--- src/bftt_pkg.sv ---
// Shared types, constants and helpers for the bidirectional flow tag table.
// Used by bftt_cell, bftt_select and bidirectional_flow_tag_table_core.
package bftt_pkg;

  localparam int TABLE_DEPTH = 64;
  localparam int ADDR_BITS   = 32;
  localparam int IN_ADDR_W   = 32;
  localparam int PORT_W      = 16;
  localparam int TAG_W       = 16;
  localparam int CNT_OUT_W   = 7;
  localparam int CNT_W       = $clog2(TABLE_DEPTH + 1);
  localparam int GRP_SIZE    = 8;
  localparam int NGRP        = (TABLE_DEPTH + GRP_SIZE - 1) / GRP_SIZE;

  typedef enum logic [1:0] {
    MODE_ADD   = 2'd0,
    MODE_FIND  = 2'd1,
    MODE_DEL   = 2'd2,
    MODE_CLEAR = 2'd3
  } mode_t;

  typedef enum logic [1:0] {
    STAT_DONE = 2'd0,
    STAT_DUP  = 2'd1,
    STAT_FULL = 2'd2
  } status_t;

  typedef enum logic [2:0] {
    ST_IDLE,
    ST_CMP,
    ST_SEL1,
    ST_SEL2,
    ST_ACT,
    ST_SHIFT,
    ST_FIN
  } state_t;

  typedef struct packed {
    logic [ADDR_BITS-1:0] src_addr;
    logic [ADDR_BITS-1:0] dst_addr;
    logic [PORT_W-1:0]    sport;
    logic [PORT_W-1:0]    dport;
    logic [TAG_W-1:0]     tag;
  } entry_t;

  // What one cell hands to the cell below it during a compaction shift.
  typedef struct packed {
    logic   valid;
    logic   kill;
    entry_t data;
  } cell_link_t;

  // Broadcast control from the sequencer to every cell.
  typedef struct packed {
    entry_t key;
    logic   cmp;
    logic   shift_en;
    logic   clear;
  } cell_ctl_t;

  function automatic logic port_ok(input logic [PORT_W-1:0] a,
                                   input logic [PORT_W-1:0] b);
    return (a == '0) || (b == '0) || (a == b);
  endfunction

endpackage

--- src/bftt_select.sv ---
// Two-stage registered tree that picks the newest matching slot and its tag.
// Uses bftt_pkg; fed by the cell row in the core.
module bftt_select (
  input  logic                       clk,
  input  logic                       rst_n,
  input  logic [bftt_pkg::TABLE_DEPTH-1:0] match_vec,
  input  logic [bftt_pkg::TAG_W-1:0] tag_arr [bftt_pkg::TABLE_DEPTH],
  output logic                       sel_hit,
  output logic [bftt_pkg::TAG_W-1:0] sel_tag
);
  import bftt_pkg::*;

  logic [NGRP*GRP_SIZE-1:0] match_pad;
  logic [TAG_W-1:0]         tag_pad [NGRP*GRP_SIZE];
  logic [NGRP-1:0]          grp_hit_nxt, grp_hit_r;
  logic [TAG_W-1:0]         grp_tag_nxt [NGRP];
  logic [TAG_W-1:0]         grp_tag_r   [NGRP];
  logic                     hit_nxt, hit_r;
  logic [TAG_W-1:0]         tag_nxt, tag_r;

  always_comb begin
    match_pad = '0;
    match_pad[TABLE_DEPTH-1:0] = match_vec;
    for (int i = 0; i < NGRP*GRP_SIZE; i++) begin
      tag_pad[i] = (i < TABLE_DEPTH) ? tag_arr[i] : '0;
    end
  end

  // Stage one: newest match inside each group (higher slot wins).
  always_comb begin
    for (int g = 0; g < NGRP; g++) begin
      grp_hit_nxt[g] = 1'b0;
      grp_tag_nxt[g] = '0;
      for (int j = 0; j < GRP_SIZE; j++) begin
        if (match_pad[g*GRP_SIZE + j]) begin
          grp_hit_nxt[g] = 1'b1;
          grp_tag_nxt[g] = tag_pad[g*GRP_SIZE + j];
        end
      end
    end
  end

  // Stage two: newest group with a match.
  always_comb begin
    hit_nxt = 1'b0;
    tag_nxt = '0;
    for (int g = 0; g < NGRP; g++) begin
      if (grp_hit_r[g]) begin
        hit_nxt = 1'b1;
        tag_nxt = grp_tag_r[g];
      end
    end
  end

  always_ff @(posedge clk) begin
    if (!rst_n) begin
      grp_hit_r <= '0;
      hit_r     <= 1'b0;
    end else begin
      grp_hit_r <= grp_hit_nxt;
      hit_r     <= hit_nxt;
    end
  end

  always_ff @(posedge clk) begin
    grp_tag_r <= grp_tag_nxt;
    tag_r     <= tag_nxt;
  end

  assign sel_hit = hit_r;
  assign sel_tag = tag_r;

endmodule
--- config.mk ---
export PLATFORM = sky130hd
export DESIGN_NAME = bftt_select
export DESIGN_NICKNAME = d
export VERILOG_FILES = /design/src/bftt_pkg.sv /design/src/bftt_select.sv
export SDC_FILE = /design/constraint.sdc
export NUM_CORES = 1
export LEC_CHECK = 0
export BUFFER_PORTS_ARGS = -buffer_cell sky130_fd_sc_hd__buf_2
export CAP_MARGIN = 5
export CORE_AREA = 2 2 435 437
export CTS_CLUSTER_DIAMETER = 200
export DETAILED_ROUTE_END_ITERATION = 6
export DIE_AREA = 0 0 437 439
export PLACE_DENSITY_LB_ADDON = 0.05
export REMOVE_ABC_BUFFERS = 1
export SLEW_MARGIN = 15
export SYNTH_ARGS = -nofsm -noshare
export SYNTH_HDL_FRONTEND = slang
export SYNTH_SLANG_ARGS = --single-unit
--- constraint.sdc ---
create_clock -name clk -period 1.8 [get_ports clk]
set_input_delay 0.09 -clock clk [delete_from_list [all_inputs] [get_ports clk]]
set_output_delay 0.09 -clock clk [all_outputs]
set_load 0.02 [all_outputs]
; Word-level counts from Yosys, hierarchy flattened
; Index checks and enable logic that the tools add are counted.
[classes]
n_mux = 144
[ops]
columns = op, n
row1 = $mux W16, 72
row2 = $mux W1, 72
[totals]
ff_bits = 153
input_bits = 1090
word_cells = 155

; Logic depth before layout (Yosys ltp)
; Gate-level depths: netlist of run 1.
[logic_depth]
ltp_word = 8
mapped_depth = 7
depth_no_buf = 4

; Worst setup path before layout of run 1
; OpenSTA, ideal clock, no wires.
[synth_timing]
kind = reg2reg
startpoint = register grp_hit_r[2]
endpoint = register tag_r[11] (netlist: sel_tag[11])
setup_ns = 0.136
arrival_time_ns = 1.204
required_time_ns = 1.664
path_slack_ns = 0.459
stages_incl_launch_ff = 6
path_cell_list = dfxtp_1 > or2_2 > buf_2 > a221o_1 > o2111ai_1 > a31oi_1
[synth_between]
elab_chain_cells = 6
[synth_rtl]
columns = item, line_no
row1 = from (decl), bftt_select.sv:15  ; logic [NGRP-1:0] grp_hit_nxt, grp_hit_r;
row2 = from (signal assigned), bftt_select.sv:60  ; grp_hit_r <= grp_hit_nxt;
row3 = $mux W16 (6 in series), bftt_select.sv:48  ; if (grp_hit_r[g]) begin
row4 = net tag_nxt[11], bftt_select.sv:19  ; logic [TAG_W-1:0] tag_nxt, tag_r;
row5 = to (signal assigned), bftt_select.sv:67  ; tag_r <= tag_nxt;
row6 = to (decl), bftt_select.sv:19
; The timed path passes the listed nets, and every way through them passes these cells.
; A chain may end at the register's enable or synchronous reset.

==> results.yml, run 1 <==
routing:
  drt_iter0_markers: 951
  num_vias: 19623
  post-route-drc-count: 0
  wirelength_um: 148000
  dr.pass1.iters: 5
  final_antenna_net_count: 0
  routedWlPerCell_um: 26.5
  vias_per_cell: 3.51
hold_path:
  worst_hold_path.endpoint: "grp_tag_r[29]"
  hold_path_class: "in -> reg"
  hp-start: "tag_arr[157]"
  worst_hold_path.num_cells: 3
placed_design:
  dp_hpwl_um: 131000
  port_buffers: 1106
  gp_congestion: 0.831
timing:
  period_needed_ns: 1.77
  hold_violations: 0
  fin_hold_ws_ns: 0.0156
  clock_skew_ns: 0.0171
  slew_violations: 0
  period_share_pct: 98.1
  rsz0062_at_grt: "false"
  fin_setup_tns_ns: 0
  fmax_mhz: 566
  setup_violations: 0
  relSlewSlack_pct: 42.4
  worst_slew_pin_slew_ns: 0.862
setup_path:
  crit_path_top_delay_cell: "dlygate4sd3_1"
  critical_path.max_fanout: 2
  cp.required_ns: 2.21
  r2r-end: "sel_tag[4]"
  endpoint_kind: "flip-flop"
  crit_type: "in -> reg"
  critPathLaunchType: "input port"
  r2r_start: "grp_hit_r[5]"
  cp_common_cell: "dlygate4sd3_1"
  critPathLaunch: "tag_arr[151]"
  reg2reg_setup_slack_ns: 0.11
  cp.arrival_ns: 2.17
  ff2ff_path_depth: 5
  crit_chain: "dlygate4sd3_1 -> buf_2 -> o22ai_1 -> dlygate4sd3_1 -> a31oi_1 -> dlygate4sd3_1"
  cpPeakStageDelay_ns: 0.60
finish:
  nets: 4148
  layout-drive-gt1-share_pct: 45.6
  nFillCells: 22035
  area_growth_pct: 110
  postLayoutCoreUtil_pct: 13.5
grt:
  grt_pass1_wl_um: 195000
  grt_max_degree: 28
  gr-usage-all-layers_pct: 14.9
  antenna_found_initial: 71
  overflow: 0
  grt_pass1_vias: 21701
synthesis:
  syn-cell-area_um2: 12000
  yosysUniqueCellTypes: 36
  ys_warn_count: 0
  ys_ff_latch: 153
  syn_area_per_cell_um2: 7.55
  synth_seq_area_share_pct: 25.5
  synthCells: 1591
power_and_ir_drop:
  p_clk_share_pct: 28.6
  cellInternalPower_mw: 8.04
  switching_power_mw: 4.91
  p_leak_nw: 10.7
  switching_share_pct: 37.9
  ir_worst_vdd_mv: 0.442
  comb_power_share_pct: 40.0
  p_total_mw: 13.0
  cellPowerDensity_nw_per_um2: 514
  seqPwrFrac_pct: 31.3
clock_network:
  cts_tree: "built"
  clockBufferDepth: 2
  cts.sinks: 153
  cts_buffers: 17
  cts.clk_slew.worst_paths_ns: 0.07
  htreeDepth: 4
  cts_root_buffer: "clkbuf_16"
  worst_skew_pair.late_latency_ns: 0.53
floorplanning:
  die_height_um: 439
  fp.dieW_um: 437
  core-area_um2: 187000
  start_util_pct: 6.42
  die_area_um2: 192000
  ios: 1107
  std_cell_rows: 159
job:
  cap_viol_max_count: 0
status:
  status: "completed"
## through the flow
stage               setup slack (ns)  cell area, um^2  instances
global route                 0.00384            25200       5587
global placement              -0.254            21800       5269
floorplan                      0.346            11300       1436
finish                        0.0340            25200       5590
CTS                           -0.179            25100       5570
detailed placement            -0.365            21800       5269
## power by group through the flow
stage	clock network (mW)	logic [mW]	registers (mW)
finish	3.71	5.18	4.06
global route	4.14	5.67	4.12
CTS	4.06	5.36	4.10
detailed placement	0	4.74	4.17
global placement	0	4.80	4.20
floorplan	0	1.24	3.96
## cell usage after synthesis, drive strengths merged
cell	instances	area (um^2)
o21ai	138	691
or4	1	7.51
clkbuf	85	319
a221o	91	911
and2	44	275
a21oi	61	305
nor2b	50	313
or2b	2	15.0
o41a	9	101
and2b	1	7.51
a31oi	84	526
nand3b	30	225
o211ai	8	60.1
nor2	75	287
o22ai	76	475
o31a	14	123
clkinv	2	7.51
o2111ai	76	666
nand4	24	150
o221ai	1	8.76
nand2	101	379
a22oi	141	1060
nor3b	8	60.1
or2	11	68.8
dfxtp	153	3060
inv	61	229
buf	70	385
nand3	6	30.0
a221oi	86	753
nand2b	82	513
## registers in the layout, indices dropped and copies added (netlist names)
| signal | cells |
|---|---|
| grp_hit_r | 8 |
| sel_hit | 1 |
| grp_tag_r | 128 |
| sel_tag | 16 |
## cell families after synthesis
family / after synthesis / share of synthesized area, %
AOI/OAI and AO/OA: 785 / 47.3
buffers and inverters: 218 / 7.83
and+or+nand+nor: 435 / 19.4
DFF: 153 / 25.5
## what timing repair did
action,4_1_cts,5_1_grt
setup endpoints to repair,11,33
setup buffers,0,0
hold buffers,269,0
resized for setup,4,20
endpoints found under the hold margin,94,0
gates cloned,0,0
## worst max-delay path, delay by kind of cell
| kind | cells | cell delay (ns) |
|---|---|---|
| compound gates | 2 | 0.20 |
| buf+inv | 4 | 1.89 |
## layout by cell type (no fill, tap or decap), types with 81 or more instances in the layout
master / n
a221o_1: 91
a221oi_1: 86
a22oi_1: 140
a31oi_1: 83
buf_2: 1103
buf_4: 220
dfxtp_1: 153
dlygate4sd3_1: 265
nand2_1: 98
nand2b_1: 81
o21ai_0: 117
## final cells by class
type / instances / area [um^2] / share of cell area [%]
Timing Repair Buffer: 1603 / 10100 / 40.0
Multi-Input combinational cell: 1220 / 8100 / 32.2
Tap cell: 2495 / 3120 / 12.4
Sequential cell: 153 / 3060 / 12.2
Clock buffer: 18 / 429 / 1.70
Inverter: 63 / 236 / 0.938
Clock inverter: 14 / 113 / 0.447
Antenna cell: 24 / 60.1 / 0.238
## how the worst max path moves through the flow
stage	slack, ns	to
after CTS	-0.18	sel_tag[5]
after global routing	0.004	grp_tag_r[23]
after detailed placement	-0.36	grp_tag_r[112]
after global placement	-0.25	sel_tag[2]
after floorplan	0.35	sel_tag[0]
final	0.03	grp_tag_r[23]
## routing by layer
layer / vias to the layer above / global-route usage, % / routed length, um
met2: 617 / 28.0 / 79500
li1: 9296 / - / -
met3: 138 / 2.44 / 5240
met5: - / 0 / 158
met4: 26 / 3.60 / 2580
met1: 9546 / 17.4 / 60800
No activity file was read; power rests on OpenSTA's default activity.
==> inputs of run 2 (changes only) <==
- PLACE_DENSITY: default -> 0.3
- PLACE_DENSITY_LB_ADDON: 0.05 -> default
==> run 2 against run 1 <==
  * Non-clock buffer count is 15 lower
  * Combinational power increased by 2%
  * Register-to-register slack worse by 0.06 ns
  * Routed wire length rose by 4.5%
  * Critical path type unchanged
  * Highest routed layer unchanged
  * Critical endpoint is now grp_tag_r[43]
==> results.yml, run 2 (synthesis results as in run 1) <==
setup_path:
  crit_family: "buffers and inverters"
  path_depth: 6
  cp.arrival_ns: 2.15
  cp_common_cell: "dlygate4sd3_1"
  crit_type: "in -> reg"
  endpoint_kind: "flip-flop"
  ff2ff_path_depth: 5
  critical_path.max_fanout: 1
  cpPeakStageDelay_ns: 0.58
  crit_path_top_delay_cell: "dlygate4sd3_1"
  path_buf_inv: 4
  critPathLaunchType: "input port"
  crit_chain: "dlygate4sd3_1 -> buf_2 -> a22oi_1 -> dlygate4sd3_1 -> a31oi_1 -> dlygate4sd3_1"
  cp.required_ns: 2.18
routing:
  final_antenna_net_count: 0
  num_vias: 20516
  dr.pass1.iters: 5
  vias_per_cell: 3.67
  drt_iter0_markers: 1479
  post-route-drc-count: 0
  routedWlPerCell_um: 27.7
  wirelength_um: 155000
timing:
  period_share_pct: 98.5
  slew_violations: 0
  fin_hold_ws_ns: 0.0225
  relSlewSlack_pct: 23.7
  setup_ws_ns: 0.0262
  hold_violations: 0
  worst_slew_pin_slew_ns: 1.14
  clock_skew_ns: 0.0178
  fin_setup_tns_ns: 0
  setup_violations: 0
  period_needed_ns: 1.77
  fmax_mhz: 564
  rsz0062_at_grt: "false"
grt:
  gr-usage-all-layers_pct: 15.4
  grt_max_degree: 30
  grt_pass1_wl_um: 198000
  overflow: 0
  grt_pass1_vias: 21035
  antenna_found_initial: 94
clock_network:
  clockBufferDepth: 2
  cts_setup_buffers: 0
  cts_tree: "built"
  cts_root_buffer: "clkbuf_16"
  cts.sinks: 153
  htreeDepth: 4
  cts_buffers: 17
  cts.clk_slew.worst_paths_ns: 0.07
  worst_skew_pair.late_latency_ns: 0.51
finish:
  final_common_cell: "buf_2"
  largest_reg_flops: 128
  final_cell_mix: "buf_2, dlygate4sd3_1, buf_4, dfxtp_1, a22oi_1"
  layout-drive-gt1-share_pct: 45.4
  nets: 4133
  postLayoutCoreUtil_pct: 13.5
  regArea_um2: 3060
  area_growth_pct: 110
  regMostFlops: "grp_tag_r"
  final_cell_area_um2: 25200
  multi_input_area_um2: 8130
  nFillCells: 21936
job:
  cap_viol_max_count: 0
floorplanning:
  die_area_um2: 192000
  ios: 1107
  core-area_um2: 187000
  die_height_um: 439
  std_cell_rows: 159
  fp.dieW_um: 437
  start_util_pct: 6.42
status:
  status: "completed"
power_and_ir_drop:
  cellPowerDensity_nw_per_um2: 530
  p_leak_nw: 10.7
  ir_worst_vdd_mv: 0.419
hold_path:
  hold_path_class: "in -> reg"
  worst_hold_path.num_cells: 3
placed_design:
  dp_hpwl_um: 139000
  port_buffers: 1106
  place_area_um2: 21700
  gp_congestion: 0.969
  pre_cts_ws_ns: -0.303
run 2: changes by cell type in the layout (fill, tap and decap cells not counted), moves of 2 or more:
| cell | previous run | this run |
|---|---|---|
| buf_4 | 220 | 203 |
| buf_2 | 1103 | 1105 |
| bufinv_16 | 0 | 2 |
| buf_12 | 10 | 12 |
| o2111ai_1 | 70 | 66 |
| o2111ai_2 | 6 | 10 |
| nor2b_2 | 6 | 4 |
| clkinvlp_4 | 2 | 4 |
| diode_2 | 24 | 33 |
| clkinv_4 | 4 | 1 |
run 2: worst min-delay path, stage by stage:
cell     delay [ns]
buf_2          0.08
o22ai_1        0.09
a31oi_1        0.20
run 2: metal layers:
| metal | part of all wire [%] | track usage, % | vias to the layer above |
|---|---|---|---|
| met4 | 2.4 | 3.62 | 38 |
| met1 | 42 | 19.3 | 10071 |
| met5 | 0.15 | 0 | - |
| met2 | 50 | 27.1 | 943 |
| li1 | - | - | 9264 |
| met3 | 5.1 | 2.66 | 200 |
run 2: cell type report:
type	count	area share [%]
antenna	33	0.328
clock buffer	17	1.69
clock inverter	15	0.650
inverter	63	0.938
multi-input combinational	1220	32.3
sequential	153	12.2
tap	2495	12.4
timing repair buffer	1588	39.6
run 2: path summary, 6_finish.rpt:
check               startpoint            end  slack, ns
setup / recovery  tag_arr[315]  grp_tag_r[43]       0.03
hold / removal    tag_arr[151]  grp_tag_r[23]       0.02
setup reg to reg  grp_hit_r[4]    sel_tag[14]       0.05
hold reg to reg   grp_hit_r[0]        sel_hit       0.62
run 2: repair_timing:
item | 4_1_cts | 5_1_grt
pin swaps | 2 | 0
hold buffers | 269 | 1
resized for setup | 16 | 11
endpoints found under the setup margin | 11 | 18
hold endpoints to repair | 89 | 1
run 2: stage by stage:
step | std cells | power [mW]
finish | 5584 | 13.4
global placement | 5253 | 9.11
detailed placement | 5253 | 9.02
floorplan | 1436 | 5.21
global route | 5566 | 14.2
CTS | 5554 | 13.8
run 2: power breakdown:
group / switching, mW / total (mW) / internal [mW]
combinational: 2.80 / 5.27 / 2.47
clock: 1.86 / 3.93 / 2.06
sequential: 0.413 / 4.15 / 3.74
