## config.mk

```make
export PLATFORM = sky130hd
export DESIGN_NAME = bftt_cell
export DESIGN_NICKNAME = d
export VERILOG_FILES = /design/src/bftt_pkg.sv /design/src/bftt_cell.sv
export SDC_FILE = /design/constraint.sdc
export NUM_CORES = 1
export LEC_CHECK = 0
export ABC_AREA = 1
export BUFFER_PORTS_ARGS = -buffer_cell sky130_fd_sc_hd__buf_2
export CELL_PAD_IN_SITES_DETAIL_PLACEMENT = 1
export CELL_PAD_IN_SITES_GLOBAL_PLACEMENT = 1
export CORE_MARGIN = 1.5
export CORE_UTILIZATION = 30
export DETAILED_ROUTE_END_ITERATION = 12
export HOLD_SLACK_MARGIN = 0.05
export PLACE_DENSITY_LB_ADDON = 0.08
export SLEW_MARGIN = 20
export SYNTH_ARGS = -nofsm -noshare
export SYNTH_HDL_FRONTEND = slang
export SYNTH_SLANG_ARGS = --single-unit
```

## constraint.sdc

```tcl
create_clock -name clk -period 2.2 [get_ports clk]
set_input_delay 0.22 -clock clk [delete_from_list [all_inputs] [get_ports clk]]
set_output_delay 0.22 -clock clk [all_outputs]
set_load 0.02 [all_outputs]
```

## src/bftt_pkg.sv

```systemverilog
// Shared types, constants and helpers for the bidirectional flow tag table.
// Used by bftt_cell, bftt_select and bidirectional_flow_tag_table_core.
package bftt_pkg;

  localparam int TABLE_DEPTH = 64;
  localparam int ADDR_BITS   = 32;
  localparam int IN_ADDR_W   = 32;
  localparam int PORT_W      = 16;
  localparam int TAG_W       = 16;
  localparam int CNT_OUT_W   = 7;
  localparam int CNT_W       = $clog2(TABLE_DEPTH + 1);
  localparam int GRP_SIZE    = 8;
  localparam int NGRP        = (TABLE_DEPTH + GRP_SIZE - 1) / GRP_SIZE;

  typedef enum logic [1:0] {
    MODE_ADD   = 2'd0,
    MODE_FIND  = 2'd1,
    MODE_DEL   = 2'd2,
    MODE_CLEAR = 2'd3
  } mode_t;

  typedef enum logic [1:0] {
    STAT_DONE = 2'd0,
    STAT_DUP  = 2'd1,
    STAT_FULL = 2'd2
  } status_t;

  typedef enum logic [2:0] {
    ST_IDLE,
    ST_CMP,
    ST_SEL1,
    ST_SEL2,
    ST_ACT,
    ST_SHIFT,
    ST_FIN
  } state_t;

  typedef struct packed {
    logic [ADDR_BITS-1:0] src_addr;
    logic [ADDR_BITS-1:0] dst_addr;
    logic [PORT_W-1:0]    sport;
    logic [PORT_W-1:0]    dport;
    logic [TAG_W-1:0]     tag;
  } entry_t;

  // What one cell hands to the cell below it during a compaction shift.
  typedef struct packed {
    logic   valid;
    logic   kill;
    entry_t data;
  } cell_link_t;

  // Broadcast control from the sequencer to every cell.
  typedef struct packed {
    entry_t key;
    logic   cmp;
    logic   shift_en;
    logic   clear;
  } cell_ctl_t;

  function automatic logic port_ok(input logic [PORT_W-1:0] a,
                                   input logic [PORT_W-1:0] b);
    return (a == '0) || (b == '0) || (a == b);
  endfunction

endpackage

```

## src/bftt_cell.sv

```systemverilog
// One table slot: holds an entry, compares it against the request key and
// shifts down from its upper neighbor during delete compaction. Uses bftt_pkg.
module bftt_cell (
  input  logic                clk,
  input  logic                rst_n,
  input  bftt_pkg::cell_ctl_t ctl,
  input  logic                wr,
  input  bftt_pkg::cell_link_t up,
  input  logic                shift_in,
  output logic                shift_out,
  output bftt_pkg::cell_link_t own,
  output logic                match
);
  import bftt_pkg::*;

  logic   valid_r;
  logic   kill_r;
  logic   match_r;
  entry_t data_r;
  logic   fwd, rev, pair, take;

  // A cell moves down once any slot at or below it is marked for removal.
  assign shift_out = shift_in | kill_r;
  assign take      = ctl.shift_en & shift_out;

  always_comb begin
    fwd  = (data_r.src_addr == ctl.key.src_addr) && (data_r.dst_addr == ctl.key.dst_addr) &&
           port_ok(ctl.key.sport, data_r.sport) &&
           port_ok(ctl.key.dport, data_r.dport);
    rev  = (data_r.dst_addr == ctl.key.src_addr) && (data_r.src_addr == ctl.key.dst_addr) &&
           port_ok(ctl.key.sport, data_r.dport) &&
           port_ok(ctl.key.dport, data_r.sport);
    pair = ((data_r.src_addr == ctl.key.src_addr) && (data_r.dst_addr == ctl.key.dst_addr)) ||
           ((data_r.dst_addr == ctl.key.src_addr) && (data_r.src_addr == ctl.key.dst_addr));
  end

  always_ff @(posedge clk) begin
    if (!rst_n) begin
      valid_r <= 1'b0;
      kill_r  <= 1'b0;
      match_r <= 1'b0;
    end else if (ctl.clear) begin
      valid_r <= 1'b0;
      kill_r  <= 1'b0;
    end else if (take) begin
      valid_r <= up.valid;
      kill_r  <= up.kill;
    end else if (wr) begin
      valid_r <= 1'b1;
      kill_r  <= 1'b0;
    end else if (ctl.cmp) begin
      match_r <= valid_r & (fwd | rev);
      kill_r  <= valid_r & pair;
    end
  end

  always_ff @(posedge clk) begin
    if (take) begin
      data_r <= up.data;
    end else if (wr) begin
      data_r <= ctl.key;
    end
  end

  assign own.valid = valid_r;
  assign own.kill  = kill_r;
  assign own.data  = data_r;
  assign match     = match_r;

endmodule

```

-- Word level (Yosys, flattened, before mapping)
Index checks and enable logic that the tools add are counted.
- input bits: 233
- output and inout bits: 116
- flip-flop bits (word level): 115
- logic and storage cells: 55
- equal/unequal tests: 8
- mux-type cells: 7
- bitwise gates (word level): 9
- reduce and logical (&&, ||, !) cells: 23
- operators with widths (cell ; count):
    $mux W112 ; 2
    $eq A32 B32 Y1 ; 4
    $eq A16 B16 Y1 ; 4
    $logic_not A16 Y1 ; 4
    $logic_or A1 B1 Y1 ; 9
    $logic_and A1 B1 Y1 ; 6
    $mux W1 ; 5
    $not A1 Y1 ; 4
    $reduce_and A4 Y1 ; 1
    $and A1 B1 Y1 ; 3
    $reduce_bool A3 Y1 ; 1
    $or A1 B1 Y1 ; 2
    $reduce_bool A2 Y1 ; 1
    $reduce_or A2 Y1 ; 1

-- Logic depth before layout (Yosys ltp)
Gate-level depths: netlist of the first run.
- depth after elaboration: 7
- depth in mapped cells: 14
- depth with buffers taken out: 14

-- Worst setup path after synthesis of the first run
OpenSTA, ideal clock, no wires.
- path kind: reg-to-reg
- from: register kill_r
- to: register kill_r
- stages on the path, launching flop included: 10
- clock period less this slack: 2.434 ns
- required time: 2.078 ns
- buffers on the path: 0
- arrival: 2.312 ns
- setup time: 0.122 ns
- setup slack: -0.234 ns
- path through: dfxtp_1 -> or2_4 -> nand2_8 -> inv_4 -> nor2_4 -> inv_2 -> or2_1 -> nand2_1 -> inv_1 -> a21oi_2
- longest elaborated chain between the ends: 3
- RTL lines (element ; RTL line ; RTL):
    from (decl) ; bftt_cell.sv:17 ; logic kill_r;
    from (signal assigned) ; bftt_cell.sv:47 ; kill_r <= up.kill;
    from (signal assigned) ; bftt_cell.sv:53 ; kill_r <= valid_r & pair;
    $or A1 B1 Y1 (*) ; bftt_cell.sv:23 ; assign shift_out = shift_in | kill_r;
    named net shift_out ; bftt_cell.sv:10 ; output logic shift_out,
    $and A1 B1 Y1 (*) ; bftt_cell.sv:24 ; assign take = ctl.shift_en & shift_out;
    $reduce_bool A3 Y1 (no source line) / $mux W1 (equally long branches) ; - ;
The timed path passes the listed nets; every way through them passes the cells marked *.
A chain may end at the register's enable or synchronous reset.

-- Final worst setup path of the first run
- from: register kill_r
- to: register data_r (netlist bit own[6]), data pin
- longest elaborated chain between the ends: 3
- RTL lines (element ; RTL line ; RTL):
    $or A1 B1 Y1 ; bftt_cell.sv:23 ;
    $and A1 B1 Y1 ; bftt_cell.sv:24 ;
    $mux W112 ; bftt_cell.sv:58 ; if (take) begin
    to (signal assigned) ; bftt_cell.sv:59 ; data_r <= up.data;
    to (signal assigned) ; bftt_cell.sv:61 ; data_r <= ctl.key;
    to (decl) ; bftt_cell.sv:19 ; entry_t data_r;
No other way between the ends.

==> impl_metrics.env, run 1 <==
export IMPL_syn2layout_area_growth_pct=36.4
export IMPL_critPathMaxStageDelay_ps=560
export IMPL_endpoint_kind="register"
export IMPL_grt_max_degree=112
export IMPL_cts_tree="yes"
export IMPL_synth_top_cell_by_area="edfxtp_1"
export IMPL_rows=59
export IMPL_die_area_um2=27400
export IMPL_cp_required_ps=2370
export IMPL_p_leak_nw=5.36
export IMPL_finalSetupViolations=0
export IMPL_fin_util_pct=41.7
export IMPL_crit_start="kill_r"
export IMPL_fillers=3380
export IMPL_start_util_pct=30.6
export IMPL_wl_per_cell_um=16.3
export IMPL_synth_top_area_share_pct=42.4
export IMPL_cp_start_kind="register"
export IMPL_grt_total_usage_pct=21.5
export IMPL_vias_per_cell=4.50
export IMPL_ys_seq_area_share_pct=43.1
export IMPL_io_buffers=348
export IMPL_drv_slew=0
export IMPL_synthFlopType="edfxtp_1"
export IMPL_die_h_um=166
export IMPL_setup_tns_ps=0
export IMPL_seqCellArea_um2=3420
export IMPL_drive_above_1_share_pct=28.5
export IMPL_fin_nets=1704
export IMPL_worst_pin_slew_ps=526
export IMPL_crit_end="own[6]"
export IMPL_ys_types=25
export IMPL_syn_avg_cell_area_um2=7.17
export IMPL_ant_nets=0
export IMPL_grt_pass1_wl_um=45900
export IMPL_synth_cells=1108
export IMPL_rsz0062_at_grt="no"
export IMPL_critPathSlowestCell="dlygate4sd3_1"
export IMPL_powerDensity_nw_per_um2=692
export IMPL_reg2regPathDepth=7
export IMPL_overflow=0
export IMPL_drv_cap=0
export IMPL_htreeDepth=4
export IMPL_whs_path_depth=3
export IMPL_worstPathMaxFanout=52
export IMPL_worstPathCellList="or2_4 > nand2_8 > inv_6 > buf_12 > nand2_1 > nand2_1 > dlygate4sd3_1"
export IMPL_grt_busiest_layer="met2"
export IMPL_fin_crit_sh_pct=86.3
export IMPL_multi_input_area_um2=3990
export IMPL_initialDrtViolationCount=462
export IMPL_r2r_start="kill_r"
export IMPL_status="finished clean"
export IMPL_wl_um=29700
export IMPL_ys_warn_count=0
export IMPL_slew_headroom_pct=65.0
export IMPL_synth_cell_area_um2=7940
export IMPL_drc_errors=0
export IMPL_worst_path_most_repeated_cell="nand2_1"
export IMPL_vias=8190
export IMPL_gp_congestion=0.802
export IMPL_worst_path_stages=7
export IMPL_reg2reg_setup_slack_ps=300
export IMPL_cts_buffers=17
export IMPL_synth_area_leaders="edfxtp_1 (42%), nand2_1 (27%), xnor2_1 (12%)"
export IMPL_synthArstFlopShare_pct=0
export IMPL_yosysMostFrequentCell="nand2_1"
export IMPL_dr_pass1_iters=4
export IMPL_antenna_found_initial=2
export IMPL_cts_root_buf="clkbuf_16"
export IMPL_postCtsSetupBuffers=0
export IMPL_hold_path_class="in -> reg"
export IMPL_grt_use_met2_pct=36.2
export IMPL_path_delay_family="buffers and inverters"
export IMPL_fin_crit_ps=1900
export IMPL_max_freq_mhz=527
export IMPL_synth_net_count=1341
export IMPL_ys_seq_elements=115
export IMPL_clockBufferDepth=2
export IMPL_skew_ps=12.9
export IMPL_synth_edff_count=112
export IMPL_cp_num_buf_inv=3
export IMPL_met3_usage_pct=5.78
export IMPL_path_clk_slew_ps=60
export IMPL_core_um2=26000
export IMPL_clk_latency_ps=420
export IMPL_reg2reg_to="own[6]"
export IMPL_cts_sinks=115
export IMPL_worst_setup_path_type="reg -> reg"
export IMPL_crit_arrival_ps=2060
export IMPL_grt_pass1_vias=8495
export IMPL_final_hold_viol_count=0
export IMPL_dieWidth_um=166
export IMPL_vdd_drop_max_v=0.000334
export IMPL_met1_usage_pct=27.3
export IMPL_hpwlAfterDp_um=23700
export IMPL_synth_common_cells="nand2_1 (561), edfxtp_1 (112), xnor2_1 (108)"
export IMPL_ioPinCount=349
[worst min-delay path by stage]
stage / start / to / slack, ps
5_1_grt: up[75] / own[75] / 60
4_1_cts: up[64] / own[64] / 50
3_5_place_dp: match / match / 480
3_3_place_gp: match / match / 480
6_report: up[13] / own[13] / 70
2_1_floorplan: rst_n / match / 350
[cells by family (layout without fill, tap and decap cells)]
kind of cell / count (synthesis) / in the layout / share of synthesized area, %
AOI/OAI and AO/OA: 58 / 58 / 3.70
buffers and inverters: 131 / 507 / 6.64
DFF: 115 / 115 / 43.1
xor gates and xnor gates: 119 / 119 / 13.1
and+or+nand+nor: 685 / 685 / 33.4
other: 0 / 1 / 0
[routing by layer]
layer	share of wire, %	up-vias
met5	0	-
met1	44	3767
met2	48	240
met4	1.3	0
met3	6.3	17
li1	-	4166
[power breakdown]
part | total, mW | internal (mW) | switching, mW
clock network | 2.82 | 1.68 | 1.14
registers | 2.86 | 2.66 | 0.200
logic | 1.81 | 0.720 | 1.09
[registers in the layout (all words and copies together), names as in the netlist]
| register | flops |
|---|---|
| kill_r | 1 |
| own | 112 |
| valid_r | 1 |
| match | 1 |
[timing repair]
action	CTS	global route
endpoints found under the hold margin	16	0
resized for setup	0	0
hold buffers	17	0
[stage by stage]
| stage | worst slack, ps | cells | power, mW | hold slack (ps) | cell area, µm² |
|---|---|---|---|---|---|
| 3_5_place_dp | 428 | 1770 | 4.72 | 477 | 10100 |
| 5_1_grt | 204 | 1819 | 7.88 | 57.5 | 10800 |
| 3_3_place_gp | 439 | 1770 | 4.69 | 479 | 10100 |
| 2_1_floorplan | 292 | 1108 | 3.93 | 352 | 7940 |
| 4_1_cts | 351 | 1819 | 7.60 | 50.2 | 10800 |
| 6_report | 301 | 1820 | 7.49 | 70.9 | 10800 |
[worst register-to-register path, stage by stage, from the launching register on]
cell and delay [ps]:
dfxtp_1 320, or2_4 280, nand2_8 80, inv_6 50, buf_12 160, nand2_1 150
nand2_1 50, dlygate4sd3_1 560
[cells in the final DEF (no fill, tap or decap), types with 4 or more instances in the layout]
cell type      Yosys  final
nand2_1          561    561
buf_2              8    348
edfxtp_1         112    112
xnor2_1          108    108
nor2_1            98     98
inv_1             70     70
o21ai_1           52     52
inv_2             34     33
clkbuf_16          0     17
dlygate4sd3_1      0     17
nand4_1           16     16
xor2_1            11     11
nand3_1            5      5
buf_12             0      5
inv_6              0      4
a21oi_1            4      4
clkinv_4           0      4
[final cells by class]
type                       count  area share (%)
multi-input combinational    862            36.8
antenna                        1          0.0231
clock buffer                  18            3.96
clock inverter                14            1.42
timing repair buffer         370            18.6
inverter                     105            3.71
sequential                   115            31.6
tap                          335            3.87
No activity file was read; power rests on OpenSTA's default activity.
==> run 2: changes to the inputs <==
--- a/config.mk
+++ b/config.mk
@@ -10,7 +10,8 @@
 export CELL_PAD_IN_SITES_DETAIL_PLACEMENT = 1
 export CELL_PAD_IN_SITES_GLOBAL_PLACEMENT = 1
 export CORE_MARGIN = 1.5
-export CORE_UTILIZATION = 30
+export CORE_UTILIZATION = 31
+export CTS_BUF_LIST = sky130_fd_sc_hd__clkbuf_4 sky130_fd_sc_hd__clkbuf_8
 export DETAILED_ROUTE_END_ITERATION = 12
 export HOLD_SLACK_MARGIN = 0.05
 export PLACE_DENSITY_LB_ADDON = 0.08
==> run 2 against run 1 <==
Effect of this change: core utilization is 4.3 points higher; sequential power hardly changed; worst setup slack worse by 130 ps; design area is 6.8% higher; cell count is 4.9% higher; critical path type unchanged; critical endpoint is now own[9]; largest cell class unchanged.
==> impl_metrics.env, run 2 (synthesized netlist as in run 1, its figures left out) <==
export IMPL_cp_num_buf_inv=3
export IMPL_drc_errors=0
export IMPL_dr_pass1_iters=5
export IMPL_crit_arrival_ps=2230
export IMPL_wl_um=31300
export IMPL_path_clk_slew_ps=90
export IMPL_worstPathMaxFanout=82
export IMPL_hold_path_class="in -> reg"
export IMPL_setup_tns_ps=0
export IMPL_vdd_drop_max_v=0.000239
export IMPL_syn2layout_area_growth_pct=45.7
export IMPL_grt_max_degree=164
export IMPL_drv_cap=0
export IMPL_die_h_um=163
export IMPL_die_area_um2=26600
export IMPL_fin_crit_sh_pct=92.3
export IMPL_slew_headroom_pct=73.9
export IMPL_worst_path_most_repeated_cell="nand2_1"
export IMPL_grt_pass1_vias=8897
export IMPL_powerDensity_nw_per_um2=598
export IMPL_largest_reg_flops=112
export IMPL_wl_per_cell_um=16.4
export IMPL_cts_root_buf="clkbuf_8"
export IMPL_htreeDepth=4
export IMPL_vias_per_cell=4.49
export IMPL_cp_required_ps=2400
export IMPL_multi_input_area_um2=3990
export IMPL_power_mw=6.92
export IMPL_p_leak_nw=5.66
export IMPL_postCtsSetupBuffers=0
export IMPL_cts_buffers=17
export IMPL_vias=8580
export IMPL_final_cell_mix="nand2_1 (561), buf_2 (348), edfxtp_1 (112)"
export IMPL_drive_above_1_share_pct=26.9
export IMPL_core_um2=25200
export IMPL_grt_pass1_wl_um=47500
export IMPL_rows=58
export IMPL_hpwlAfterDp_um=23000
export IMPL_cts_tree="yes"
export IMPL_layout_commonest_cell="nand2_1"
export IMPL_start_util_pct=31.5
export IMPL_stdcell_area_um2=11600
export IMPL_cp_start_kind="register"
export IMPL_path_delay_family="buffers and inverters"
export IMPL_worst_pin_slew_ps=391
export IMPL_max_freq_mhz=492
export IMPL_seqCellArea_um2=3420
export IMPL_place_area_um2=10000
export IMPL_io_buffers=348
export IMPL_finalSetupViolations=0
export IMPL_clk_latency_ps=460
export IMPL_cts_sinks=115
export IMPL_overflow=0
export IMPL_worst_setup_path_type="reg -> reg"
export IMPL_clockBufferDepth=2
export IMPL_initialDrtViolationCount=429
export IMPL_ioPinCount=349
export IMPL_worstPathCellList="or2_4 > nand2_8 > inv_6 > buf_16 > nand2_1 > nand2_1 > dlygate4sd3_1"
export IMPL_fin_nets=1797
export IMPL_status="finished clean"
export IMPL_critPathSlowestCell="dlygate4sd3_1"
export IMPL_endpoint_kind="register"
export IMPL_rsz0062_at_grt="no"
export IMPL_ant_nets=0
export IMPL_drv_slew=0
export IMPL_skew_ps=13.5
export IMPL_dieWidth_um=163
export IMPL_fillers=3259
export IMPL_fin_crit_ps=2030
export IMPL_critPathMaxStageDelay_ps=560
export IMPL_final_hold_viol_count=0
export IMPL_gp_congestion=0.828
export IMPL_grt_total_usage_pct=23.1
export IMPL_antenna_found_initial=4
-- run 2: changes by cell type in the layout (fill, tap and decap cells not counted), sizes merged --
cell         before  now
dlygate4sd3      17  109
diode             1    3
clkinv            6    7
clkinvlp          3    4
inv             108  107
-- run 2: final timing paths --
path                             start      end  slack (ps)  cells after the start
worst max register to register  kill_r   own[9]         170                      7
worst min-delay path            up[21]  own[21]          70                      3
worst max-delay path            kill_r   own[9]         170                      7
worst min register to register   match    match         480                      2
-- run 2: what timing repair did --
action                                 in CTS  in global routing
setup endpoints to repair                   0                 13
gates resized for setup                     0                  1
endpoints found under the hold margin      95                  0
hold buffers                              109                  0
-- run 2: final cells by class --
cell class                      count  share of cell area [%]
Multi-Input combinational cell    862                    34.5
Sequential cell                   115                    29.6
Timing Repair Buffer              463                    25.4
Tap cell                          330                    3.57
Inverter                          105                    3.47
Clock buffer                       17                    2.02
Clock inverter                     15                    1.38
Antenna cell                        3                  0.0649
-- run 2: stage by stage --
stage,setup WS [ps],utilization (%),std cells,hold WS [ps]
floorplan,292,-,1108,352
global placement,514,39.9,1765,446
detailed placement,483,39.9,1765,464
CTS,64.2,45.8,1906,51.2
global route,128,45.9,1909,55.5
finish,169,45.9,1910,67.8
-- run 2: metal layers --
metal	part of all wire, %	track usage (%)
met1	44	29.0
met2	49	40.2
met3	6.3	5.56
met4	1.0	5.09
met5	0.032	0
-- run 2: worst min-delay path, stage by stage --
cell and delay (ps):
buf_2 70, nand2_1 40, o21ai_1 70
-- run 2: power by group --
group / switching (mW) / total (mW) / internal (mW)
Sequential: 0.206 / 2.86 / 2.66
Clock: 1.08 / 2.09 / 1.01
Combinational: 1.13 / 1.96 / 0.836
